### src/hdl/skht_pkg.sv
// Shared types and codes of the session key hash table.
package skht_pkg;

  // Stored key layout: dest, tunnel, ext tunnel address, sender, instance
  localparam int KEY_W = 128;

  // Request function codes
  localparam logic [2:0] FN_FIND     = 3'd0;
  localparam logic [2:0] FN_CREATE   = 3'd1;
  localparam logic [2:0] FN_DELETE   = 3'd2;
  localparam logic [2:0] FN_FIND_IDS = 3'd3;
  localparam logic [2:0] FN_CLEAR    = 3'd4;

  // Result status codes
  localparam logic [1:0] ST_OK        = 2'd0;
  localparam logic [1:0] ST_NOT_FOUND = 2'd1;
  localparam logic [1:0] ST_FULL      = 2'd2;

  // Bucket head write operations
  localparam logic [1:0] HW_NONE = 2'd0;
  localparam logic [1:0] HW_CLR  = 2'd1;
  localparam logic [1:0] HW_NEW  = 2'd2;
  localparam logic [1:0] HW_NEXT = 2'd3;

  // Result handle sources
  localparam logic [1:0] RS_NONE = 2'd0;
  localparam logic [1:0] RS_CUR  = 2'd1;
  localparam logic [1:0] RS_CNT  = 2'd2;

  typedef struct packed {
    logic       load;
    logic       cnt_clr;
    logic       cnt_inc;
    logic       hash_clr;
    logic       hash_step;
    logic       head_rd;
    logic       head_rd_scan;
    logic [1:0] head_wr;
    logic       cur_ld_head;
    logic       cur_ld_next;
    logic       prev_clr;
    logic       slot_rd;
    logic       slot_rd_hdl;
    logic       key_from_slot;
    logic       slot_wr_new;
    logic       next_wr_prev;
    logic       live_free;
    logic       live_clr_all;
    logic       resp_ld;
    logic [1:0] resp_status;
    logic [1:0] res_sel;
  } skht_cmd_t;

  typedef struct packed {
    logic [2:0] func;
    logic       hash_last;
    logic       bkt_last;
    logic       ent_last;
    logic       cur_valid;
    logic       prev_valid;
    logic       key_hit;
    logic       id_hit;
    logic       cur_is_hdl;
    logic       hdl_ok;
    logic       cnt_live;
  } skht_sts_t;

endpackage

### src/hdl/skht_ctrl.sv
// Controller: sequences hashing, chain walks, scans and clearing; owns the handshakes.
module skht_ctrl import skht_pkg::*; (
  input  logic      clk,
  input  logic      rst_n,
  input  logic      in_valid,
  output logic      in_stall,
  output logic      out_valid,
  input  logic      out_stall,
  input  skht_sts_t sts,
  output skht_cmd_t cmd
);

  localparam logic [4:0] S_CLR  = 5'd0;
  localparam logic [4:0] S_IDLE = 5'd1;
  localparam logic [4:0] S_DISP = 5'd2;
  localparam logic [4:0] S_HASH = 5'd3;
  localparam logic [4:0] S_HRD  = 5'd5;
  localparam logic [4:0] S_HWT  = 5'd6;
  localparam logic [4:0] S_FREE = 5'd7;
  localparam logic [4:0] S_CWR  = 5'd8;
  localparam logic [4:0] S_DCHK = 5'd9;
  localparam logic [4:0] S_DKEY = 5'd10;
  localparam logic [4:0] S_SRD  = 5'd11;
  localparam logic [4:0] S_SWT  = 5'd12;
  localparam logic [4:0] S_WALK = 5'd13;
  localparam logic [4:0] S_WCHK = 5'd14;
  localparam logic [4:0] S_RESP = 5'd15;

  logic [4:0] state_r, state_nxt;
  logic       out_valid_r, out_valid_nxt;
  logic       clr_resp_r, clr_resp_nxt;
  logic [1:0] rstat_r, rstat_nxt;
  logic [1:0] rsel_r, rsel_nxt;

  assign in_stall  = (state_r != S_IDLE);
  assign out_valid = out_valid_r;

  // Next state and datapath commands
  always_comb begin
    cmd           = '0;
    state_nxt     = state_r;
    clr_resp_nxt  = clr_resp_r;
    rstat_nxt     = rstat_r;
    rsel_nxt      = rsel_r;
    out_valid_nxt = out_valid_r && out_stall;
    case (state_r)
      S_CLR: begin
        cmd.head_wr = HW_CLR;
        cmd.cnt_inc = 1'b1;
        if (sts.bkt_last) begin
          cmd.cnt_clr = 1'b1;
          if (clr_resp_r) begin
            rstat_nxt = ST_OK;
            rsel_nxt  = RS_NONE;
            state_nxt = S_RESP;
          end else begin
            state_nxt = S_IDLE;
          end
        end
      end
      S_IDLE: begin
        if (in_valid) begin
          cmd.load     = 1'b1;
          cmd.cnt_clr  = 1'b1;
          cmd.hash_clr = 1'b1;
          state_nxt    = S_DISP;
        end
      end
      S_DISP: begin
        case (sts.func)
          FN_FIND, FN_CREATE: state_nxt = S_HASH;
          FN_DELETE:          state_nxt = S_DCHK;
          FN_FIND_IDS:        state_nxt = S_SRD;
          FN_CLEAR: begin
            cmd.live_clr_all = 1'b1;
            clr_resp_nxt     = 1'b1;
            state_nxt        = S_CLR;
          end
          default: begin
            rstat_nxt = ST_NOT_FOUND;
            rsel_nxt  = RS_NONE;
            state_nxt = S_RESP;
          end
        endcase
      end
      S_HASH: begin
        cmd.hash_step = 1'b1;
        cmd.cnt_inc   = 1'b1;
        if (sts.hash_last) begin
          cmd.cnt_clr = 1'b1;
          state_nxt   = S_HRD;
        end
      end
      S_HRD: begin
        cmd.head_rd = 1'b1;
        state_nxt   = S_HWT;
      end
      S_HWT: begin
        cmd.cur_ld_head = 1'b1;
        cmd.prev_clr    = 1'b1;
        state_nxt       = (sts.func == FN_CREATE) ? S_FREE : S_WALK;
      end
      S_FREE: begin
        // Find the lowest free slot
        if (!sts.cnt_live) begin
          state_nxt = S_CWR;
        end else if (sts.ent_last) begin
          rstat_nxt = ST_FULL;
          rsel_nxt  = RS_NONE;
          state_nxt = S_RESP;
        end else begin
          cmd.cnt_inc = 1'b1;
        end
      end
      S_CWR: begin
        // Push the new slot at the head of its bucket
        cmd.slot_wr_new = 1'b1;
        cmd.head_wr     = HW_NEW;
        rstat_nxt       = ST_OK;
        rsel_nxt        = RS_CNT;
        state_nxt       = S_RESP;
      end
      S_DCHK: begin
        if (!sts.hdl_ok) begin
          rstat_nxt = ST_NOT_FOUND;
          rsel_nxt  = RS_NONE;
          state_nxt = S_RESP;
        end else begin
          cmd.slot_rd     = 1'b1;
          cmd.slot_rd_hdl = 1'b1;
          state_nxt       = S_DKEY;
        end
      end
      S_DKEY: begin
        // Rehash the stored key to find the chain
        cmd.key_from_slot = 1'b1;
        cmd.hash_clr      = 1'b1;
        cmd.cnt_clr       = 1'b1;
        state_nxt         = S_HASH;
      end
      S_SRD: begin
        cmd.head_rd      = 1'b1;
        cmd.head_rd_scan = 1'b1;
        state_nxt        = S_SWT;
      end
      S_SWT: begin
        cmd.cur_ld_head = 1'b1;
        cmd.prev_clr    = 1'b1;
        state_nxt       = S_WALK;
      end
      S_WALK: begin
        if (sts.cur_valid) begin
          cmd.slot_rd = 1'b1;
          state_nxt   = S_WCHK;
        end else begin
          // End of chain
          rsel_nxt = RS_NONE;
          case (sts.func)
            FN_DELETE: begin
              cmd.live_free = 1'b1;
              rstat_nxt     = ST_OK;
              state_nxt     = S_RESP;
            end
            FN_FIND_IDS: begin
              if (sts.bkt_last) begin
                rstat_nxt = ST_NOT_FOUND;
                state_nxt = S_RESP;
              end else begin
                cmd.cnt_inc = 1'b1;
                state_nxt   = S_SRD;
              end
            end
            default: begin
              rstat_nxt = ST_NOT_FOUND;
              state_nxt = S_RESP;
            end
          endcase
        end
      end
      S_WCHK: begin
        case (sts.func)
          FN_DELETE: begin
            if (sts.cur_is_hdl) begin
              // Unlink the slot from its predecessor or the head
              if (sts.prev_valid) begin
                cmd.next_wr_prev = 1'b1;
              end else begin
                cmd.head_wr = HW_NEXT;
              end
              cmd.live_free = 1'b1;
              rstat_nxt     = ST_OK;
              rsel_nxt      = RS_NONE;
              state_nxt     = S_RESP;
            end else begin
              cmd.cur_ld_next = 1'b1;
              state_nxt       = S_WALK;
            end
          end
          FN_FIND_IDS: begin
            if (sts.id_hit) begin
              rstat_nxt = ST_OK;
              rsel_nxt  = RS_CUR;
              state_nxt = S_RESP;
            end else begin
              cmd.cur_ld_next = 1'b1;
              state_nxt       = S_WALK;
            end
          end
          default: begin
            if (sts.key_hit) begin
              rstat_nxt = ST_OK;
              rsel_nxt  = RS_CUR;
              state_nxt = S_RESP;
            end else begin
              cmd.cur_ld_next = 1'b1;
              state_nxt       = S_WALK;
            end
          end
        endcase
      end
      S_RESP: begin
        // Hold until the result register is free
        if (!out_valid_r || !out_stall) begin
          cmd.resp_ld     = 1'b1;
          cmd.resp_status = rstat_r;
          cmd.res_sel     = rsel_r;
          out_valid_nxt   = 1'b1;
          clr_resp_nxt    = 1'b0;
          state_nxt       = S_IDLE;
        end
      end
      default: state_nxt = S_IDLE;
    endcase
  end

  always_ff @(posedge clk) begin
    if (!rst_n) begin
      state_r     <= S_CLR;
      out_valid_r <= 1'b0;
      clr_resp_r  <= 1'b0;
      rstat_r     <= ST_OK;
      rsel_r      <= RS_NONE;
    end else begin
      state_r     <= state_nxt;
      out_valid_r <= out_valid_nxt;
      clr_resp_r  <= clr_resp_nxt;
      rstat_r     <= rstat_nxt;
      rsel_r      <= rsel_nxt;
    end
  end

endmodule

### config.mk
export PLATFORM = sky130hd
export DESIGN_NAME = skht_ctrl
export DESIGN_NICKNAME = d
export VERILOG_FILES = /design/src/hdl/skht_pkg.sv /design/src/hdl/skht_ctrl.sv
export SDC_FILE = /design/constraint.sdc
export NUM_CORES = 1
export LEC_CHECK = 0
export BUFFER_PORTS_ARGS = -buffer_cell sky130_fd_sc_hd__buf_2
export CAP_MARGIN = 25
export CORE_UTILIZATION = 30
export DETAILED_ROUTE_END_ITERATION = 7
export MAX_ROUTING_LAYER = met4
export PLACE_DENSITY = 0.56
export REMOVE_ABC_BUFFERS = 1
export SLEW_MARGIN = 20
export SYNTH_ARGS = -nofsm -noshare
export SYNTH_HDL_FRONTEND = slang
export SYNTH_SLANG_ARGS = --single-unit
### constraint.sdc
create_clock -name clk -period 1.9 [get_ports clk]
set_input_delay 0.095 -clock clk [delete_from_list [all_inputs] [get_ports clk]]
set_output_delay 0.095 -clock clk [all_outputs]
set_load 0.03 [all_outputs]
Word-level counts from Yosys, hierarchy flattened
Index checks and enable logic that the tools add are counted.

storage, ports and cells
  word-level logic and storage cells = 146
  output and inout port bits = 26
  bits of input ports = 17
  flip-flop bits (word level) = 11

operators by class
  reductions and logical operators = 17
  equal/unequal tests = 35
  multiplexer cells = 89

operators with widths
  kind                                                                    count
  5-bit one-hot mux with 15 select lines                                  1
  2-bit two-way mux                                                       28
  5-bit two-way mux                                                       10
  5-bit by 4-bit equality test with 1-bit output (second input constant)  8
  1-bit two-way mux                                                       31
  2-bit one-hot mux with 7 select lines                                   2
  2-bit inequality test (second input constant)                           10
  4-bit one-hot mux with 4 select lines                                   1
  5-bit by 3-bit equality test with 1-bit output (second input constant)  3
  3-bit inequality test (second input constant)                           4
  2-bit one-hot mux with 2 select lines                                   3
  12-bit AND reduction                                                    1
  11-bit AND reduction                                                    1
  5-bit by 2-bit equality test with 1-bit output (second input constant)  2
  1-bit one-hot mux with 2 select lines                                   5
  5-bit one-hot mux with 2 select lines                                   1
  4-bit two-way mux                                                       2
  2-bit OR reduction                                                      4
  7-bit nonzero test                                                      1
  3-bit by 2-bit equality test with 1-bit output (second input constant)  2
  3-bit two-way mux                                                       2
  2-bit one-hot mux with 3 select lines                                   1
  5-bit by 1-bit equality test with 1-bit output (second input constant)  1
  5-bit logical NOT                                                       1
  other kinds (15)                                                        16

Logic depth before layout (Yosys ltp)
  depth after elaboration = 4
  mapped depth = 8
  depth with buffers taken out = 5

Worst setup path before layout
Ideal clock, no wire load.

  kind = register to output
  from = register state_r[0]
  to = output port cmd[22] in the netlist's numbering
  required time = 1.805 ns
  path slack = -0.313 ns
  cell stages (with the launch flop) = 8
  buffers on the path = 3
  data arrival time = 2.118 ns
  path through = dfxtp_1 > buf_2 > buf_2 > buf_2 > nor2b_1 > nand3_1 > a21oi_1 > o21bai_1

RTL lines
  what                      RTL line          text
  start: declaration        skht_ctrl.sv:29   logic [4:0] state_r, state_nxt;
  start signal: assignment  skht_ctrl.sv:244  state_r <= state_nxt;
  end: declaration          skht_ctrl.sv:10   output skht_cmd_t cmd

Final worst setup path
  from = register state_r[3]
  to = register rstat_r[1]

on the way
  cells in the longest elaborated chain, start to end = 3
  elaborated cells on any way between the ends = 21
  classes of those cells = eq/ne: 17; mux: 1; reduce/logical: 3

ends and longest elaborated chain
  what                                                                                             RTL line          text
  5-bit by 4-bit equality test with 1-bit output, or another cell as far along                     skht_ctrl.sv:46   case (state_r)
  4-bit by 2-bit inequality test with 1-bit output (no source line), or another cell as far along  --
  12-bit AND reduction (no source line)                                                            --
  end signal: assignment                                                                           skht_ctrl.sv:247  rstat_r <= rstat_nxt;
  end: declaration                                                                                 skht_ctrl.sv:32   logic [1:0] rstat_r, rstat_nxt;

Several ways; a longest one is shown, not always the timed one.
A chain may end at the register's enable or synchronous reset.

==> metrics.md <==
| Metric | Value |
|---|---|
| Multiplexer share of the synthesized area | 0.04023 |
| R2R Path End | rstat_r[1] |
| Synth Area in Compound Gates | 0.3113 |
| Final antenna-violating net count | 0 |
| Run status | complete, no violations |
| Cell area after synthesis | 1306 µm² |
| # H-tree levels | 1 |
| R2r startpoint | state_r[3] |
| CTS Buffer Depth | 2 |
| Cell count after synthesis | 188 |
| Final std cells w/o fill | approximately 300 |
| Total CTS buffers | 3 |
| Dpl hpwl | 3480 µm |
| WS Path Type | register to register |
| DIE AREA | 4622 µm² |
| Std cell rows | 23 |
| Clock Sinks | 10 |
| First-pass GRT wire length | ~6700 µm |
| Final setup violation count | 0 |
| Slew @ Worst Pin | 0.5014 ns |
| Startpoint Class | register |
| Main combinational cell family by area after synthesis | simple AND/OR/NAND/NOR gates |
| Yosys reg bits | 10 |
| Dpl ws | 0.01706 ns |
| Crit path from | state_r[3] |
| Global placer's final weighted congestion | 0.9166 |
| Max Clk Rate | roughly 530 MHz |
| Adder-Cell Fraction of Synth Area | 0 |
| Async S/R FF share, synth | 0 |
| Clock Skew | 0.002154 ns |
| Hold Fails Final Rpt | 0 |
| Max Cap Viol | 0 |
| R2R Setup Slk | 0.03 ns |
| Worst reg-to-reg path cell count | 6 |
| Routed WL | approximately 4400 µm |
| Share of post-route cells with drive strength above 1 | 0.3843 |
| Filler instances | about 460 |
| Global route overflow | 0 |
| Worst skew pair latency | 0.23 ns |
| Starting Density | 0.3197 |
| Via-to-Cell Ratio | about 5.5 |
| Post-DP Area | 1670 µm² |
| Predominant post-synthesis flop cell | dfxtp_1 |
| Yosys warns | 0 |
| Largest net degree at the start of global routing | 18 |
| Worst slew margin | 0.6647 |
| # port buffers | 42 |
| Crit path arrival time | 2.00 ns |
| Syn avg cell area | 6.948 µm² |
| RSZ-0062 raised after global routing | true |
| HP Class | primary input to register |
| Die H | 67.99 µm |
| Pre-antenna DRT Iters | 4 |
| Commonest cells post-synth | nor2_1 (26), nand2_1 (18), a21oi_1 (11) |
| Overall Power | 0.002142 W |
| Top-Level Pins | 43 |
| Top-area cell type share of the netlist area | 0.1533 |
| Synth Area in XOR/XNOR | 0.02011 |
| Worst Path Max Fanout | 6 |
| Post-layout min period | 1.870 ns |
| Worst setup margin | approximately 0.030 ns |
| Total GRT Usage | 0.2018 |
| Ant. Diodes | 0 |
| CTS root buffer | clkbuf_8 |
| Synth area leaders | dfxtp_1 (15%), nor2_1 (7.5%), nand2_1 (5.2%) |
| Clk slew on worst S/H paths | 0.05 ns |
| Post-route cell area | ~1800 µm² |
| Fin. max-slew vios | 0 |
| Final core utilization | 0.4363 |
| Cell area power density | 1201 nW/µm² |
| Leading area contributor after synthesis | dfxtp_1 |
| Placed cells | roughly 290 |
| Number of synthesized flops with an enable pin | 0 |
| Most frequent cell after synthesis | nor2_1 |
| DRC Markers | 0 |
| Leakage | 0.8031 nW |
| Via count | 1596 |
| Post-synthesis sequential area ratio | 0.1533 |
| Iteration-0 DRC Markers | 77 |
| CTS Hold Bufs | 0 |
| Area growth, synth to finish | 36.49% |
| Wirelength per Cell | 14.90 µm |
| Initial antenna violation count | 0 |
| Critical Path Sink | rstat_r[1] |
| Simple-gate share of the synthesized area | 0.3602 |
| Vias in the first global route | 1342 |
| Synth cell types | 55 |
| Die Width | 67.99 µm |
| WP data required | 2.03 ns |
| Fin crit share | 0.9840 |
| Layout Nets | 261 |
| Peak VDD IR | 0.7171 mV |
| CTS tree | yes |
| Critical path endpoint category | register |
| Core Region | 4086 µm² |
[stage by stage]
stage          hold WS, ns   TNS, ns
2_1_floorplan       0.2111    -2.228
3_3_place_gp        0.4195         0
3_5_place_dp        0.4230         0
4_1_cts             0.1687         0
5_1_grt             0.1804  -0.05570
6_report            0.1732         0
[cell usage in the layout, fill, tap and decap left out, drive strengths merged, types with 2 or more instances in the layout]
master	count
a21oi	11
a31o	2
a31oi	4
and2	4
and3	4
buf	70
clkbuf	3
dfxtp	10
inv	9
mux2	2
mux2i	3
nand2	18
nand2b	4
nand3	6
nand4	2
nand4b	3
nor2	26
nor2b	3
nor3	5
nor4b	3
o2111ai	2
o211ai	4
o21a	3
o21ai	7
o21bai	5
o31ai	2
or2	2
or3	3
xor2	2
[worst min path at each step]
stage / from / endpoint / slack (ns) / cells past startpoint
detailed placement: rst_n / state_r[0] / 0.42 / 3
finish: rst_n / state_r[0] / 0.17 / 3
global route: rst_n / state_r[1] / 0.18 / 2
global placement: rst_n / state_r[0] / 0.42 / 3
CTS: rst_n / state_r[0] / 0.17 / 3
floorplan: rst_n / state_r[0] / 0.21 / 2
[flip-flops by register name, summed over array words and instances (netlist names)]
register,flops
clr_resp_r,1
rstat_r,2
out_valid,1
rsel_r,2
state_r,4
[power breakdown]
group / internal (W) / switching [W]
Clock: 0.000138 / 0.0000765
Combinational: 0.000691 / 0.000907
Sequential: 0.000261 / 0.0000699
Total: 0.00109 / 0.00105
[final cells by class]
type | instances | area [µm²] | area share
Timing Repair Buffer | 70 | 440.4 | 0.2470
Inverter | 9 | 33.78 | 0.01895
Sequential cell | 10 | 210.2 | 0.1179
Tap cell | 50 | 62.56 | 0.03509
Multi-Input combinational cell | 150 | 994.7 | 0.5579
Clock buffer | 3 | 41.29 | 0.02316
[what timing repair did]
item	CTS	global route
hold endpoints to repair	0	0
buffers inserted	0	2
pin swaps	0	3
setup endpoints to repair	4	12
resized for setup	5	11
[layer usage]
metal / vias up / track usage / wire [µm]
met3: 4 / 0.03333 / 249
met1: 741 / 0.2680 / 2040
li1: 794 / - / -
met5: - / - / 0
met2: 57 / 0.3223 / 2025
met4: 0 / 0.03385 / 36
[worst max-delay path, stage by stage, from the launching register on]
cell and delay (ns):
dfxtp_2 0.34, buf_4 0.16, or2_2 0.29, o32ai_1 0.50
nor4b_2 0.11, and3_1 0.19, a31o_1 0.18
[kinds of logic (layout without fill, tap and decap cells)]
kind of cell              count (synthesis)  after routing
DFF                                      10             10
and+or+nand+nor                          89             89
xor gates and xnor gates                  3              3
AOI/OAI and AO/OA                        53             53
muxes                                     5              5
buffers and inverters                    28             82
Power figures use the tool's default switching activity.
